==> src/sv/tsp_pkg.sv <==
package tsp_pkg;

  localparam int COUNT_WIDTH_DEF    = 24;
  localparam int POSITION_WIDTH_DEF = 32;

  localparam logic [19:0] MAX_SPEED_RST  = 20'd2000;
  localparam logic [23:0] STOP_STEPS_RST = 24'd400;
  localparam logic [27:0] SPEED_FLOOR    = 28'd256;
  localparam logic [63:0] PERIOD_NUM     = 64'd256000000;
  localparam logic [5:0]  SQ_BITS        = 6'd56;
  localparam logic [5:0]  PERIOD_BITS    = 6'd20;
  localparam logic [5:0]  ROOT_ITERS     = 6'd28;

  typedef enum logic [1:0] {
    OP_START     = 2'd0,
    OP_STEP      = 2'd1,
    OP_END_EDGE  = 2'd2,
    OP_HOME_EDGE = 2'd3
  } tsp_op_e;

  typedef enum logic [1:0] {
    REG_MAX_SPEED  = 2'd0,
    REG_STOP_STEPS = 2'd1,
    REG_HAS_LIMITS = 2'd2,
    REG_INVERT_DIR = 2'd3
  } tsp_reg_e;

  typedef enum logic [2:0] {
    PH_IDLE   = 3'd0,
    PH_ACCEL  = 3'd1,
    PH_CRUISE = 3'd2,
    PH_DECEL  = 3'd3,
    PH_STOP   = 3'd4
  } tsp_phase_e;

  typedef enum logic {
    DOP_MULDIV = 1'b0,
    DOP_SQRT   = 1'b1
  } tsp_dop_e;

  typedef struct packed {
    logic [1:0]  opcode;
    logic [23:0] accel_steps;
    logic [23:0] cruise_steps;
    logic [23:0] decel_steps;
    logic [27:0] cruise_speed;
    logic [31:0] accel_rate;
    logic [31:0] decel_rate;
    logic        direction;
    logic        end_switch_low;
    logic        home_switch_low;
  } tsp_in_t;

  typedef struct packed {
    logic               step_now;
    logic [19:0]        step_period_us;
    logic               dir_level;
    logic signed [31:0] position;
    logic [27:0]        speed;
    logic [2:0]         phase;
    logic               move_done;
    logic               limit_abort;
  } tsp_out_t;

  // muldiv: res = min(floor(a*b/d), 2^qw-1); sqrt: res = isqrt(a[55:0])
  typedef struct packed {
    logic        start;
    tsp_dop_e    op;
    logic [63:0] a;
    logic [31:0] b;
    logic [63:0] d;
    logic [5:0]  qw;
  } tsp_cmd_t;

  typedef struct packed {
    logic        done;
    logic [63:0] res;
  } tsp_sts_t;

endpackage

==> src/sv/tsp_ctrl.sv <==
module tsp_ctrl #(
  parameter int COUNT_WIDTH    = 24,
  parameter int POSITION_WIDTH = 32
) (
  input  logic              clk_i,
  input  logic              rst_ni,
  input  logic              in_valid_i,
  output logic              in_stall_o,
  input  tsp_pkg::tsp_in_t  in_data_i,
  output logic              out_valid_o,
  input  logic              out_stall_i,
  output tsp_pkg::tsp_out_t out_data_o,
  input  logic              cfg_valid_i,
  output logic              cfg_ready_o,
  input  logic [1:0]        cfg_index_i,
  input  logic [23:0]       cfg_data_i,
  output tsp_pkg::tsp_cmd_t cmd_o,
  input  tsp_pkg::tsp_sts_t sts_i
);
  import tsp_pkg::*;

  localparam int CW = COUNT_WIDTH;
  localparam int PW = POSITION_WIDTH;

  typedef enum logic [3:0] {
    S_IDLE, S_AB_VV, S_AB_DEN, S_AB_CNT, S_NUM, S_SQ, S_ROOT, S_PER, S_EMIT
  } state_e;

  state_e        state_q, state_d;
  logic [19:0]   vmax_q, vmax_d;
  logic [23:0]   lstop_q, lstop_d;
  logic          has_lim_q, has_lim_d;
  logic          inv_q, inv_d;
  tsp_phase_e    phase_q, phase_d;
  logic [CW-1:0] idx_q, idx_d;
  logic [CW-1:0] acnt_q, acnt_d;
  logic [CW-1:0] ccnt_q, ccnt_d;
  logic [CW-1:0] dcnt_q, dcnt_d;
  logic [CW-1:0] scnt_q, scnt_d;
  logic [27:0]   cspd_q, cspd_d;
  logic [31:0]   arate_q, arate_d;
  logic [31:0]   drate_q, drate_d;
  logic          dir_q, dir_d;
  logic [PW-1:0] pos_q, pos_d;
  logic [27:0]   last_q, last_d;
  logic          endf_q, endf_d;
  logic          homef_q, homef_d;
  logic [63:0]   tmp_q, tmp_d;
  logic [27:0]   spd_q, spd_d;
  tsp_out_t      res_q, res_d;
  tsp_out_t      out_q, out_d;
  logic          out_valid_q, out_valid_d;
  tsp_cmd_t      cmd_q, cmd_d;

  logic [CW-1:0]        cur_cnt;
  logic [CW-1:0]        idx_inc;
  logic [27:0]          v_abort;
  logic [63:0]          vmax_sh;
  logic signed [PW-1:0] pos_s;

  function automatic logic [CW-1:0] sat_cnt(input logic [23:0] v);
    logic [32:0] w;
    w = 33'(v);
    if (w > ((33'd1 << CW) - 33'd1)) begin
      return '1;
    end
    return w[CW-1:0];
  endfunction

  function automatic logic [27:0] floor_spd(input logic [27:0] v);
    return (v < SPEED_FLOOR) ? SPEED_FLOOR : v;
  endfunction

  function automatic tsp_phase_e next_phase(input logic [2:0] from, input logic [CW-1:0] a,
                                            input logic [CW-1:0] c, input logic [CW-1:0] d);
    if (from <= 3'd1 && a != '0) return PH_ACCEL;
    if (from <= 3'd2 && c != '0) return PH_CRUISE;
    if (from <= 3'd3 && d != '0) return PH_DECEL;
    return PH_IDLE;
  endfunction

  function automatic tsp_cmd_t mk_cmd(input tsp_dop_e op, input logic [63:0] a,
                                      input logic [31:0] b, input logic [63:0] d,
                                      input logic [5:0] qw);
    tsp_cmd_t c;
    c.start = 1'b1;
    c.op    = op;
    c.a     = a;
    c.b     = b;
    c.d     = d;
    c.qw    = qw;
    return c;
  endfunction

  always_comb begin
    unique case (phase_q)
      PH_ACCEL:  cur_cnt = acnt_q;
      PH_CRUISE: cur_cnt = ccnt_q;
      PH_DECEL:  cur_cnt = dcnt_q;
      default:   cur_cnt = scnt_q;
    endcase
  end

  assign idx_inc = idx_q + 1'b1;
  assign v_abort = floor_spd(last_q);
  assign vmax_sh = 64'(vmax_q) << 16;
  assign pos_s   = pos_q;

  always_comb begin
    state_d     = state_q;
    vmax_d      = vmax_q;
    lstop_d     = lstop_q;
    has_lim_d   = has_lim_q;
    inv_d       = inv_q;
    phase_d     = phase_q;
    idx_d       = idx_q;
    acnt_d      = acnt_q;
    ccnt_d      = ccnt_q;
    dcnt_d      = dcnt_q;
    scnt_d      = scnt_q;
    cspd_d      = cspd_q;
    arate_d     = arate_q;
    drate_d     = drate_q;
    dir_d       = dir_q;
    pos_d       = pos_q;
    last_d      = last_q;
    endf_d      = endf_q;
    homef_d     = homef_q;
    tmp_d       = tmp_q;
    spd_d       = spd_q;
    res_d       = res_q;
    out_d       = out_q;
    out_valid_d = out_valid_q;
    cmd_d       = cmd_q;
    cmd_d.start = 1'b0;

    if (cfg_valid_i) begin
      unique case (tsp_reg_e'(cfg_index_i))
        REG_MAX_SPEED:  vmax_d    = cfg_data_i[19:0];
        REG_STOP_STEPS: lstop_d   = cfg_data_i;
        REG_HAS_LIMITS: has_lim_d = cfg_data_i[0];
        REG_INVERT_DIR: inv_d     = cfg_data_i[0];
        default: ;
      endcase
    end

    if (out_valid_q && !out_stall_i) begin
      out_valid_d = 1'b0;
    end

    unique case (state_q)
      S_IDLE: begin
        if (in_valid_i) begin
          res_d   = '0;
          state_d = S_EMIT;
          unique case (tsp_op_e'(in_data_i.opcode))
            OP_START: begin
              acnt_d  = sat_cnt(in_data_i.accel_steps);
              ccnt_d  = sat_cnt(in_data_i.cruise_steps);
              dcnt_d  = sat_cnt(in_data_i.decel_steps);
              cspd_d  = in_data_i.cruise_speed;
              arate_d = in_data_i.accel_rate;
              drate_d = in_data_i.decel_rate;
              dir_d   = in_data_i.direction;
              scnt_d  = '0;
              idx_d   = '0;
              if (has_lim_q) begin
                if (in_data_i.direction) endf_d = in_data_i.end_switch_low;
                else                     homef_d = in_data_i.home_switch_low;
              end
              phase_d = next_phase(3'd1, acnt_d, ccnt_d, dcnt_d);
              if (phase_d == PH_CRUISE) last_d = floor_spd(in_data_i.cruise_speed);
              else if (phase_d == PH_IDLE) last_d = '0;
              res_d.phase = phase_d;
            end
            OP_END_EDGE: begin
              endf_d      = 1'b1;
              res_d.phase = phase_q;
            end
            OP_HOME_EDGE: begin
              homef_d     = 1'b1;
              res_d.phase = phase_q;
            end
            default: begin
              if (phase_q == PH_IDLE) begin
                res_d.phase = PH_IDLE;
              end else if (phase_q != PH_STOP && has_lim_q &&
                           (dir_q ? endf_q : homef_q)) begin
                idx_d       = '0;
                phase_d     = PH_STOP;
                res_d.phase = PH_STOP;
                if (lstop_q == '0 || vmax_q == '0) begin
                  // immediate stop, no step
                  scnt_d            = '0;
                  phase_d           = PH_IDLE;
                  last_d            = '0;
                  res_d.move_done   = 1'b1;
                  res_d.limit_abort = 1'b1;
                end else begin
                  cmd_d   = mk_cmd(DOP_MULDIV, 64'(v_abort), 32'(v_abort), 64'd1, SQ_BITS);
                  state_d = S_AB_VV;
                end
              end else begin
                res_d.phase = phase_q;
                unique case (phase_q)
                  PH_ACCEL: begin
                    cmd_d   = mk_cmd(DOP_MULDIV, {23'b0, arate_q, 9'b0}, 32'(idx_q),
                                     64'd1, SQ_BITS);
                    state_d = S_SQ;
                  end
                  PH_DECEL: begin
                    cmd_d   = mk_cmd(DOP_MULDIV, {23'b0, drate_q, 9'b0},
                                     32'(dcnt_q - idx_q), 64'd1, SQ_BITS);
                    state_d = S_SQ;
                  end
                  PH_CRUISE: begin
                    spd_d   = floor_spd(cspd_q);
                    cmd_d   = mk_cmd(DOP_MULDIV, PERIOD_NUM, 32'd1,
                                     64'(floor_spd(cspd_q)), PERIOD_BITS);
                    state_d = S_PER;
                  end
                  default: begin
                    cmd_d   = mk_cmd(DOP_MULDIV, vmax_sh, 32'(vmax_q), 64'd1, SQ_BITS);
                    state_d = S_NUM;
                  end
                endcase
              end
            end
          endcase
        end
      end
      S_AB_VV: begin
        if (sts_i.done) begin
          tmp_d   = sts_i.res;
          cmd_d   = mk_cmd(DOP_MULDIV, vmax_sh, 32'(vmax_q), 64'd1, SQ_BITS);
          state_d = S_AB_DEN;
        end
      end
      S_AB_DEN: begin
        if (sts_i.done) begin
          cmd_d   = mk_cmd(DOP_MULDIV, tmp_q, 32'(lstop_q), sts_i.res, 6'(CW));
          state_d = S_AB_CNT;
        end
      end
      S_AB_CNT: begin
        if (sts_i.done) begin
          scnt_d = sts_i.res[CW-1:0];
          if (sts_i.res[CW-1:0] == '0) begin
            phase_d           = PH_IDLE;
            last_d            = '0;
            res_d.move_done   = 1'b1;
            res_d.limit_abort = 1'b1;
            state_d           = S_EMIT;
          end else begin
            cmd_d   = mk_cmd(DOP_MULDIV, vmax_sh, 32'(vmax_q), 64'd1, SQ_BITS);
            state_d = S_NUM;
          end
        end
      end
      S_NUM: begin
        if (sts_i.done) begin
          cmd_d   = mk_cmd(DOP_MULDIV, sts_i.res, 32'(scnt_q - idx_q), 64'(lstop_q),
                           SQ_BITS);
          state_d = S_SQ;
        end
      end
      S_SQ: begin
        if (sts_i.done) begin
          cmd_d   = mk_cmd(DOP_SQRT, sts_i.res, 32'd0, 64'd1, SQ_BITS);
          state_d = S_ROOT;
        end
      end
      S_ROOT: begin
        if (sts_i.done) begin
          spd_d   = floor_spd(sts_i.res[27:0]);
          cmd_d   = mk_cmd(DOP_MULDIV, PERIOD_NUM, 32'd1,
                           64'(floor_spd(sts_i.res[27:0])), PERIOD_BITS);
          state_d = S_PER;
        end
      end
      S_PER: begin
        if (sts_i.done) begin
          res_d.step_now       = 1'b1;
          res_d.step_period_us = sts_i.res[19:0];
          res_d.speed          = spd_q;
          res_d.limit_abort    = (phase_q == PH_STOP);
          pos_d                = dir_q ? pos_q + 1'b1 : pos_q - 1'b1;
          idx_d                = idx_inc;
          if (phase_q != PH_CRUISE) last_d = spd_q;
          if (idx_inc >= cur_cnt) begin
            idx_d = '0;
            if (phase_q == PH_STOP) begin
              phase_d = PH_IDLE;
              last_d  = '0;
            end else begin
              phase_d = next_phase(phase_q + 3'd1, acnt_q, ccnt_q, dcnt_q);
              if (phase_d == PH_CRUISE) last_d = floor_spd(cspd_q);
              else if (phase_d == PH_IDLE) last_d = '0;
            end
          end
          res_d.move_done = (phase_d == PH_IDLE);
          state_d         = S_EMIT;
        end
      end
      S_EMIT: begin
        if (!out_valid_q || !out_stall_i) begin
          out_d           = res_q;
          out_d.dir_level = ~(dir_q ^ inv_q);
          out_d.position  = 32'(pos_s);
          out_valid_d     = 1'b1;
          state_d         = S_IDLE;
        end
      end
      default: state_d = S_IDLE;
    endcase
  end

  always_ff @(posedge clk_i or negedge rst_ni) begin
    if (!rst_ni) begin
      state_q     <= S_IDLE;
      vmax_q      <= MAX_SPEED_RST;
      lstop_q     <= STOP_STEPS_RST;
      has_lim_q   <= 1'b1;
      inv_q       <= 1'b0;
      phase_q     <= PH_IDLE;
      idx_q       <= '0;
      acnt_q      <= '0;
      ccnt_q      <= '0;
      dcnt_q      <= '0;
      scnt_q      <= '0;
      cspd_q      <= '0;
      arate_q     <= '0;
      drate_q     <= '0;
      dir_q       <= 1'b0;
      pos_q       <= '0;
      last_q      <= '0;
      endf_q      <= 1'b0;
      homef_q     <= 1'b0;
      out_valid_q <= 1'b0;
      cmd_q       <= '0;
    end else begin
      state_q     <= state_d;
      vmax_q      <= vmax_d;
      lstop_q     <= lstop_d;
      has_lim_q   <= has_lim_d;
      inv_q       <= inv_d;
      phase_q     <= phase_d;
      idx_q       <= idx_d;
      acnt_q      <= acnt_d;
      ccnt_q      <= ccnt_d;
      dcnt_q      <= dcnt_d;
      scnt_q      <= scnt_d;
      cspd_q      <= cspd_d;
      arate_q     <= arate_d;
      drate_q     <= drate_d;
      dir_q       <= dir_d;
      pos_q       <= pos_d;
      last_q      <= last_d;
      endf_q      <= endf_d;
      homef_q     <= homef_d;
      out_valid_q <= out_valid_d;
      cmd_q       <= cmd_d;
    end
  end

  always_ff @(posedge clk_i) begin
    tmp_q <= tmp_d;
    spd_q <= spd_d;
    res_q <= res_d;
    out_q <= out_d;
  end

  assign in_stall_o  = (state_q != S_IDLE);
  assign out_valid_o = out_valid_q;
  assign out_data_o  = out_q;
  assign cfg_ready_o = 1'b1;
  assign cmd_o       = cmd_q;

endmodule

==> config.mk <==
export PLATFORM = sky130hd
export DESIGN_NAME = tsp_ctrl
export DESIGN_NICKNAME = d
export VERILOG_FILES = /design/src/sv/tsp_pkg.sv /design/src/sv/tsp_ctrl.sv
export SDC_FILE = /design/constraint.sdc
export NUM_CORES = 1
export LEC_CHECK = 0
export BUFFER_PORTS_ARGS = -buffer_cell sky130_fd_sc_hd__buf_2
export CORE_ASPECT_RATIO = 1.25
export CORE_MARGIN = 10
export CORE_UTILIZATION = 30
export DETAILED_ROUTE_END_ITERATION = 12
export PLACE_DENSITY = 0.58
export SLEW_MARGIN = 20
export SYNTH_ARGS = -nofsm -noshare
export SYNTH_HDL_FRONTEND = slang
export SYNTH_SLANG_ARGS = --single-unit
==> constraint.sdc <==
create_clock -name clk_i -period 7.68 [get_ports clk_i]
set_input_delay 0.384 -clock clk_i [delete_from_list [all_inputs] [get_ports clk_i]]
set_output_delay 0.384 -clock clk_i [all_outputs]
set_load 0.03 [all_outputs]
; ---- Word-level counts from Yosys, hierarchy flattened
; Cells that the tools add are included.
[op_classes]
n_reduce_logical = 57
n_eq_ne = 45
n_bitwise = 2
n_mux = 164
addsub = 6
order_cmp = 8
[op_table]
columns = operator, n
row1 = $mux W168, 12
row2 = $pmux W168 S7, 1
row3 = $mux W28, 25
row4 = $pmux W143 S3, 1
row5 = $mux W24, 10
row6 = $pmux W24 S2, 4
row7 = $pmux W28 S2, 3
row8 = $reduce_bool A24 Y1, 6
row9 = $lt A28 B9 Y1 const B, 4
row10 = $mux W3, 32
row11 = $mux W87, 1
row12 = $pmux W28 S3, 1
row13 = $pmux W24 S3, 1
row14 = $mux W4, 14
row15 = $sub A24 B24 Y25, 2
row16 = $logic_not A24 Y1, 2
row17 = $pmux W21 S2, 1
row18 = $mux W1, 41
row19 = $ne A2 B2 Y1 const B, 18
row20 = $pmux W4 S9, 1
row21 = $add A32 B1 Y32 const B, 1
row22 = $mux W32, 1
row23 = $sub A32 B1 Y32 const B, 1
row24 = $add A24 B1 Y24 const B, 1
row25 = 48 further kinds, 98
[word_totals]
inputBits = 265
wordCells = 324
regBits = 730

; ---- Depth between registers and ports, before layout
; Gate-level depths: netlist of run 1.
[depth]
word_depth = 33
mapped_depth = 20
mapped_depth_nobuf = 16

; ---- Worst setup path after synthesis of run 1
; OpenSTA, ideal clock, no wires.
[synth_path]
path_type = register to register
start = reg state_q[0]
end = reg out_q (netlist bit out_data_o[0]), enable pin
arrival_ns = 5.146
path_buffers = 1
setup_time_ns = 0.561
stages_incl_launch_ff = 5
synth_period_minus_slack_ns = 5.707
path_slack_ns = 1.973
t_required_ns = 7.119
path_cell_list = dfrtp_1 > buf_2 > nor3_1 > nand2_1 > a21oi_1
[synth_between]
elab_chain_cells = 2
[synth_rtl]
columns = element, line
row1 = from (decl), tsp_ctrl.sv:29  ; state_e state_q, state_d;
row2 = from (signal assigned), tsp_ctrl.sv:342  ; state_q <= state_d;
row3 = $eq A4 B4 Y1, tsp_ctrl.sv:151  ; unique case (state_q)
row4 = $reduce_and A2 Y1 (no source line), n/a
row5 = to (signal assigned), tsp_ctrl.sv:370  ; out_q <= out_d;
row6 = to (decl), tsp_ctrl.sv:51  ; tsp_out_t out_q, out_d;
; No other way between the ends.
; A chain may end at the register's enable or synchronous reset.

; ---- Final worst setup path of run 1
[layout_path]
start = reg phase_q[2]
end = reg idx_q[2]
[layout_between]
elab_chain_cells = 6
elab_cells_between_ends = 15
cone_classes = 1 x order compare / 6 x eq/ne / 4 x mux / 4 x reduce/logical
[layout_rtl]
columns = element, line
row1 = from (decl), tsp_ctrl.sv:34  ; tsp_phase_e phase_q, phase_d;
row2 = from (signal assigned), tsp_ctrl.sv:347  ; phase_q <= phase_d;
row3 = $eq A3 B2 Y1 or $eq A3 B1 Y1 (tied branches), tsp_ctrl.sv:96  ; unique case (phase_q)
row4 = $pmux W24 S3, tsp_ctrl.sv:96
row5 = $ge A24 B24 Y1, tsp_ctrl.sv:290  ; if (idx_inc >= cur_cnt) begin
row6 = $mux W24, tsp_ctrl.sv:290
row7 = $mux W24, tsp_ctrl.sv:282  ; if (sts_i.done) begin
row8 = $pmux W24 S2, tsp_ctrl.sv:151
row9 = to (signal assigned), tsp_ctrl.sv:348  ; idx_q <= idx_d;
row10 = to (decl), tsp_ctrl.sv:35  ; logic [CW-1:0] idx_q, idx_d;
; Several ways; a longest one is shown, not always the timed one. The select of a mux whose other input is x is not followed.

==> out/summary.txt, run 1 <==
Pin count of the biggest net entering global routing = 166
Synth Warn # = 0
CP endpoint = idx_q[2]
Share of cells above drive strength 1 = 25.2%
Post-DP HPWL = 114000 um
Initial antenna violation count = 13
Net count, final = 4218
IO buf count = 519
H-tree Lvls = 3
FF-to-FF setup slack = 2.45 ns
Gr usage total = 21.9%
Outcome = complete, no violations
Number of nets with antenna violations after routing = 0
Slew Limit Fails = 0
CP peak stage delay = 0.91 ns
CP required = 8.26 ns
Final Critical Period = 5.23 ns
DRC viols = 0
Max rail drop VDD = 0.000219 V
Post-synth top flop = dfrtp_1
Combinational share of power = 46.5%
HP Class = in -> reg
Layout Skew = 0.0340 ns
R2R depth = 14
Syn_area_per_cell = 11.3 um^2
Crit. End Element = flip-flop
Synth unique cells = 96
Post-synthesis sequential area ratio = 54.2%
Async set or reset register ratio after synthesis = 67.9%
Grt total ovfl = 0
Worst skew pair latency = 0.70 ns
CTS root buf = clkbuf_16
Crit Path Category = reg -> reg
Height of the chip = 405 um
1st-iter DRT viols = 3598
Register bit total from synthesis = 725
GP Congestion = 0.937
EDFF count, synth = 233
Hold Vio Cnt, Final = 0
Clk pwr share = 19.9%
CTS Buf Count = 76
CTS tree = done
Post-layout util = 38.1%
Fin cells = 5487
Die width = 328 um
Power density cells = 441 nW/um^2
P_int = 0.0110 W
Crit share post-route = 68.2%
Final setup violation count = 0
Routed WL per cell = 27.5 um
Worst slew pin tran = 1.16 ns
Highest Clock Rate = 191 MHz
CP max FO = 38
Post_cts resized = 0
Via/cell ratio = 5.54
Crit path top cell by count = a21oi_1
Initial core utilization = 30.2%
Die area = 133000 um^2
Worst setup path startpoint = phase_q[2]
First-pass GRT wire length = 216000 um
Setup bufs post-CTS = 0
Placement row count = 141
Vias in the first global route = 30.0k
Critical Path AT = 5.82 ns
Via Count = 30.4k
Pleak = 19.3 nW
Final WL = 151000 um
Drt pass-1 iters = 7
CTS sink cnt = 725
Crit-path cells = clkinv_1 -> ha_2 -> a222oi_1 -> o21ai_0 -> ha_1 -> nand2b_1 -> a21o_1 -> a21oi_1 -> o21ai_1 -> o41a_1 -> o31a_1 -> nor3_4 -> a21oi_1 -> o22ai_1
Hold_ws = 0.0165 ns
# placed instances = 5112
Slew headroom = 22.4%
Fillers = 11.6k
Setup TNS = 0 ns
Sw Ratio = 44.7%
Register area = 19300 um^2
Clock transition at path regs = 0.07 ns
Clock tree buffer depth = 3
Area growth, synth to finish = 26.0%
RSZ-0062 raised after global routing = no
Share of power burned in registers = 33.6%
Placeable Area = 118000 um^2
FF-to-FF End = idx_q[2]
Mapped Cells = 3146
RR Startpoint = phase_q[2]
Area of the multi-input gates = 15300 um^2
Max Cap Viol = 0
NetSw = 0.00887 W
Num ports = 523
Startpoint Class = flip-flop
Cell Area, Synth = 35600 um^2
Post-CTS Hold Fix Bufs = 224
Worst path slowest cell = nor3_4
==> synth_stat cells, drive strengths merged, types with 77 or more instances <==
cell    instances  area share, %
a222oi         93            2.6
nand3          77            1.1
mux2          235            7.4
inv            97            1.0
edfxtp        233             20
clkbuf        126            1.3
nand2         363            3.8
o21ai         145            2.0
ha            108            3.8
a21oi         123            1.8
nor2          143            1.5
dfrtp         482             34
==> final cells by class <==
| type | count | share of cell area (%) |
|---|---|---|
| sequential | 725 | 43.0 |
| multi-input combinational | 2143 | 34.1 |
| timing repair buffer | 797 | 11.8 |
| clock buffer | 103 | 4.78 |
| tap | 1573 | 4.38 |
| clock inverter | 36 | 1.05 |
| inverter | 99 | 0.827 |
| antenna | 11 | 0.0613 |
==> cell usage in the layout, fill, tap and decap left out, types with 28 or more instances in the layout <==
| cell type | netlist | layout |
|---|---|---|
| nand4_1 | 33 | 33 |
| dlygate4sd3_1 | 0 | 224 |
| buf_4 | 8 | 48 |
| a22oi_1 | 56 | 56 |
| nand2_1 | 363 | 360 |
| mux2_2 | 234 | 234 |
| inv_1 | 96 | 95 |
| nor3_1 | 38 | 36 |
| xnor2_1 | 51 | 51 |
| nand3_1 | 76 | 76 |
| dfrtp_1 | 482 | 482 |
| clkbuf_16 | 0 | 78 |
| a22o_1 | 67 | 67 |
| ha_1 | 108 | 107 |
| o211ai_1 | 46 | 46 |
| nor2_1 | 142 | 141 |
| a222oi_1 | 93 | 93 |
| buf_2 | 35 | 520 |
| a21o_1 | 56 | 56 |
| o21ai_0 | 136 | 135 |
| nor4_1 | 71 | 70 |
| a221o_1 | 28 | 28 |
| a21oi_1 | 120 | 119 |
| a221oi_1 | 55 | 55 |
| and2_1 | 65 | 65 |
| edfxtp_1 | 233 | 233 |
==> logic make-up (layout without fill, tap and decap cells) <==
| family | count (synthesis) | in the layout | share of synthesized area (%) |
|---|---|---|---|
| buf+inv | 279 | 1035 | 3.15 |
| simple gates | 889 | 889 | 12.0 |
| flops | 725 | 725 | 54.2 |
| fa+ha+maj | 111 | 111 | 3.96 |
| xor+xnor | 74 | 74 | 1.82 |
| other cells | 2 | 14 | 0.0211 |
| compound gates | 826 | 826 | 17.3 |
| mux | 240 | 240 | 7.56 |
==> power groups by stage <==
stage               sequential (W)  combinational [W]  clock (W)
global placement           0.00665            0.00892          0
detailed placement         0.00668            0.00902          0
global route               0.00677            0.00994    0.00416
finish                     0.00666            0.00921    0.00394
CTS                        0.00661            0.00916    0.00401
floorplan                  0.00691            0.00548          0
==> worst min path at each step <==
stage	from	end	slack, ns	depth (start not counted)
3_5_place_dp	rst_ni	cmd_o[59]	0.38	1
4_1_cts	in_data_i[158]	acnt_q[15]	0.002	2
5_1_grt	in_data_i[156]	acnt_q[13]	0.03	2
3_3_place_gp	rst_ni	cmd_o[153]	0.38	1
6_report	in_data_i[158]	acnt_q[15]	0.02	2
2_1_floorplan	rst_ni	acnt_q[0]	0.09	0
==> through the flow <==
| step | cell area, um^2 | worst slack (ns) | power [W] |
|---|---|---|---|
| finish | 44900 | 2.45 | 0.0198 |
| global route | 44900 | 2.16 | 0.0209 |
| CTS | 44900 | 2.39 | 0.0198 |
| detailed placement | 40000 | 2.41 | 0.0157 |
| global placement | 40000 | 2.54 | 0.0156 |
| floorplan | 35600 | 1.97 | 0.0124 |
==> critical path, delay by kind of cell (launching register included) <==
kind                       cells  cell delay [ns]
adders and majority gates      2             0.85
buffers and inverters          1             0.42
DFF                            1             0.61
AOI/OAI and AO/OA              9             2.15
and+or+nand+nor                2             1.05
==> registers in the layout (all words and copies together), names as in the netlist, 28 cells and up <==
register    count
arate_q        32
cmd_o         163
cspd_q         28
drate_q        32
last_q         28
out_data_o     87
pos_q          32
res_q          54
spd_q          28
tmp_q          64
==> per-layer routing <==
| layer | vias to the layer above | wire (um) | global-route usage (%) |
|---|---|---|---|
| li1 | 13357 | - | - |
| met1 | 15215 | 63000 | 28.9 |
| met2 | 1508 | 67800 | 33.7 |
| met3 | 322 | 11900 | 4.40 |
| met4 | 4 | 8300 | 11.6 |
| met5 | - | 25 | 0 |
Note: power is estimated with default switching activity, not from simulation.
==> run 2, diff against run 1 <==
Settings changed: PLACE_DENSITY 0.58 to 0.6.
Clock period 7.68 ns to 4.8 ns, I/O delays scaled along.
==> run 2 against run 1 <==
Wire length down 0.11%. Design area up 1.6%. Global-route usage down 0.084 points. Clock-buffer cell count up 8. Non-clock buffer count up 78. Via count up 0.73%. Sequential share of layout area down 0.68 points. Utilization up 0.61 points. Critical endpoint is now last_q[0].
==> out/summary.txt, run 2 (synthesis results as in run 1) <==
Outcome = complete, no violations
Most frequent cells in the layout = 518 x buf_2, 482 x dfrtp_1, 360 x nand2_1
Post-layout util = 38.7% (+0.61 points)
GP Congestion = 0.964 (+2.8%)
First-pass GRT wire length = 216000 um (-0.40%)
Height of the chip = 405 um (unchanged)
Buffers & Inverters on Critical Path = 4 (+3)
Final setup violation count = 0 (unchanged)
CTS root buf = clkbuf_16
CP peak stage delay = 0.55 ns (-0.36 ns)
Num ports = 523 (unchanged)
Crit-path leading delay family = compound AO/OA/AOI/OAI gates
Initial antenna violation count = 16 (+3)
CP required = 5.33 ns (-2.93 ns)
CP max FO = 28 (-26%)
Net count, final = 4297 (+1.9%)
Area growth, synth to finish = 28.0%
Pin count of the biggest net entering global routing = 136 (-18%)
Crit Path Category = reg -> reg
CTS tree = done
Crit-path cells = inv_1 -> ha_1 -> o21ai_4 -> buf_4 -> nor2_1 -> a221oi_1 -> ha_1 -> a21o_1 -> a21o_1 -> a21oi_1 -> nand2b_1 -> o31ai_4 -> buf_12 -> a2111oi_4 -> buf_4 -> a221oi_1 -> o22ai_1
Clock tree buffer depth = 3 (unchanged)
Routed WL per cell = 27.1 um (-1.6%)
RSZ-0062 raised after global routing = no
Clock transition at path regs = 0.06 ns (about the same)
Placeable Area = 118000 um^2 (unchanged)
Vias in the first global route = 30.2k (+0.60%)
Die area = 133000 um^2 (unchanged)
Total design power = 0.0320 W (+62%)
Worst slew pin tran = 1.22 ns (+0.0594 ns)
Final Critical Period = 4.52 ns (-0.712 ns)
Commonest non-fill, non-tap cell in the layout = buf_2
Hold Vio Cnt, Final = 0 (unchanged)
Via/cell ratio = 5.50 (-0.73%)
Gr usage total = 21.8% (-0.084 points)
Max Cap Viol = 0 (unchanged)
Grt total ovfl = 0 (unchanged)
Share of cells above drive strength 1 = 25.9% (+0.65 points)
Pleak = 19.6 nW (+1.9%)
Startpoint Class = flip-flop
Highest Clock Rate = 221 MHz (+16%)
Via Count = 30.6k (+0.73%)
Power density cells = 701 nW/um^2 (+59%)
CTS Buf Count = 77 (+1.3%)
1st-iter DRT viols = 3725 (+3.5%)
Crit. End Element = flip-flop
IO buf count = 519 (unchanged)
Worst path slowest cell = dfrtp_1
Crit share post-route = 94.2% (+26 points)
Die width = 328 um (unchanged)
Setup TNS = 0 ns (unchanged)
Slew Limit Fails = 0 (unchanged)
Worst skew pair latency = 0.68 ns (-0.02 ns)
Max rail drop VDD = 0.000334 V (+53%)
Layout Skew = 0.0380 ns (+0.00404 ns)
HP Class = in -> reg
Critical Path AT = 5.05 ns (-0.77 ns)
Final WL = 151000 um (-0.11%)
H-tree Lvls = 3 (unchanged)
Slew headroom = 17.9% (-4.5 points)
Drt pass-1 iters = 10 (+3)
CTS sink cnt = 725 (unchanged)
Number of nets with antenna violations after routing = 0 (unchanged)
Post-Layout Inst Area = 45600 um^2 (+1.6%)
Hold_ws = 0.0388 ns (+0.0223 ns)
Initial core utilization = 30.2% (unchanged)
Instance area after placement = 40500 um^2 (+1.1%)
DRC viols = 0 (unchanged)
Placement row count = 141 (unchanged)
Max reg flops = 163 (unchanged)
Post-DP HPWL = 116000 um (+1.3%)
Fillers = 11.5k (-1.0%)
==> run 2: cell count changes in the layout (fill, tap and decap cells not counted), sizes merged, moves of 2 or more <==
| cell | delta |
|---|---|
| buf | +48 |
| dlygate4sd3 | +30 |
| clkbuf | +8 |
| clkinv | -7 |
| inv | +4 |
| bufinv | -2 |
==> run 2: cell type report <==
class                      instances  area (um^2)  share of cell area [%]
tap                             1573         1970                    4.31
multi-input combinational       2143        15300                    33.6
antenna                           12         30.0                  0.0658
clock inverter                    30          367                   0.803
clock buffer                     111         2190                    4.79
timing repair buffer             875         6050                    13.3
sequential                       725        19300                    42.3
inverter                          99          372                   0.814
==> run 2: worst register-to-register path, cell delays in order (launching register included) <==
cell       delay (ns)
dfrtp_1          0.55
inv_1            0.15
ha_1             0.30
o21ai_4          0.44
buf_4            0.38
nor2_1           0.09
a221oi_1         0.25
ha_1             0.30
a21o_1           0.19
a21o_1           0.18
a21oi_1          0.19
nand2b_1         0.15
o31ai_4          0.30
buf_12           0.17
a2111oi_4        0.09
buf_4            0.22
a221oi_1         0.31
o22ai_1          0.14
==> run 2: power by group <==
part / internal, W / total [W] / switching, W
clock: 0.00352 / 0.00617 / 0.00265
sequential: 0.00858 / 0.0106 / 0.00202
combinational: 0.00568 / 0.0152 / 0.00955
total: 0.0178 / 0.0320 / 0.0142
==> run 2: worst paths after layout <==
path	start	cells past startpoint	slack (ns)	endpoint
worst max-delay path	phase_q[1]	17	0.28	last_q[0]
worst min-delay path	sts_i[19]	2	0.04	tmp_q[19]
worst max register to register	phase_q[1]	17	0.28	last_q[0]
worst min register to register	res_q[72]	0	0.41	out_data_o[72]
max in group asynchronous	rst_ni	3	3.29	pos_q[16]
min in group asynchronous	rst_ni	2	0.25	cmd_o[49]
==> run 2: through the flow <==
step | setup slack, ns | std cells
global route | 0.0249 | 5567
detailed placement | 0.113 | 5159
floorplan | 0.236 | 3147
global placement | 0.225 | 5158
CTS | 0.0767 | 5554
finish | 0.277 | 5568
==> run 2: timing repair <==
item	in CTS	in global routing
endpoints found under the setup margin	0	32
hold buffers	254	0
gates resized for setup	0	3
hold endpoints to repair	471	0
setup buffers	0	1
==> run 2: per-layer routing <==
layer,vias to the layer above,GRT usage [%],share of wire [%]
met2,1587,34.3,46
met1,15232,28.1,40
met3,290,5.19,9.0
met5,-,0,0.0086
li1,13518,-,-
met4,2,10.2,4.9
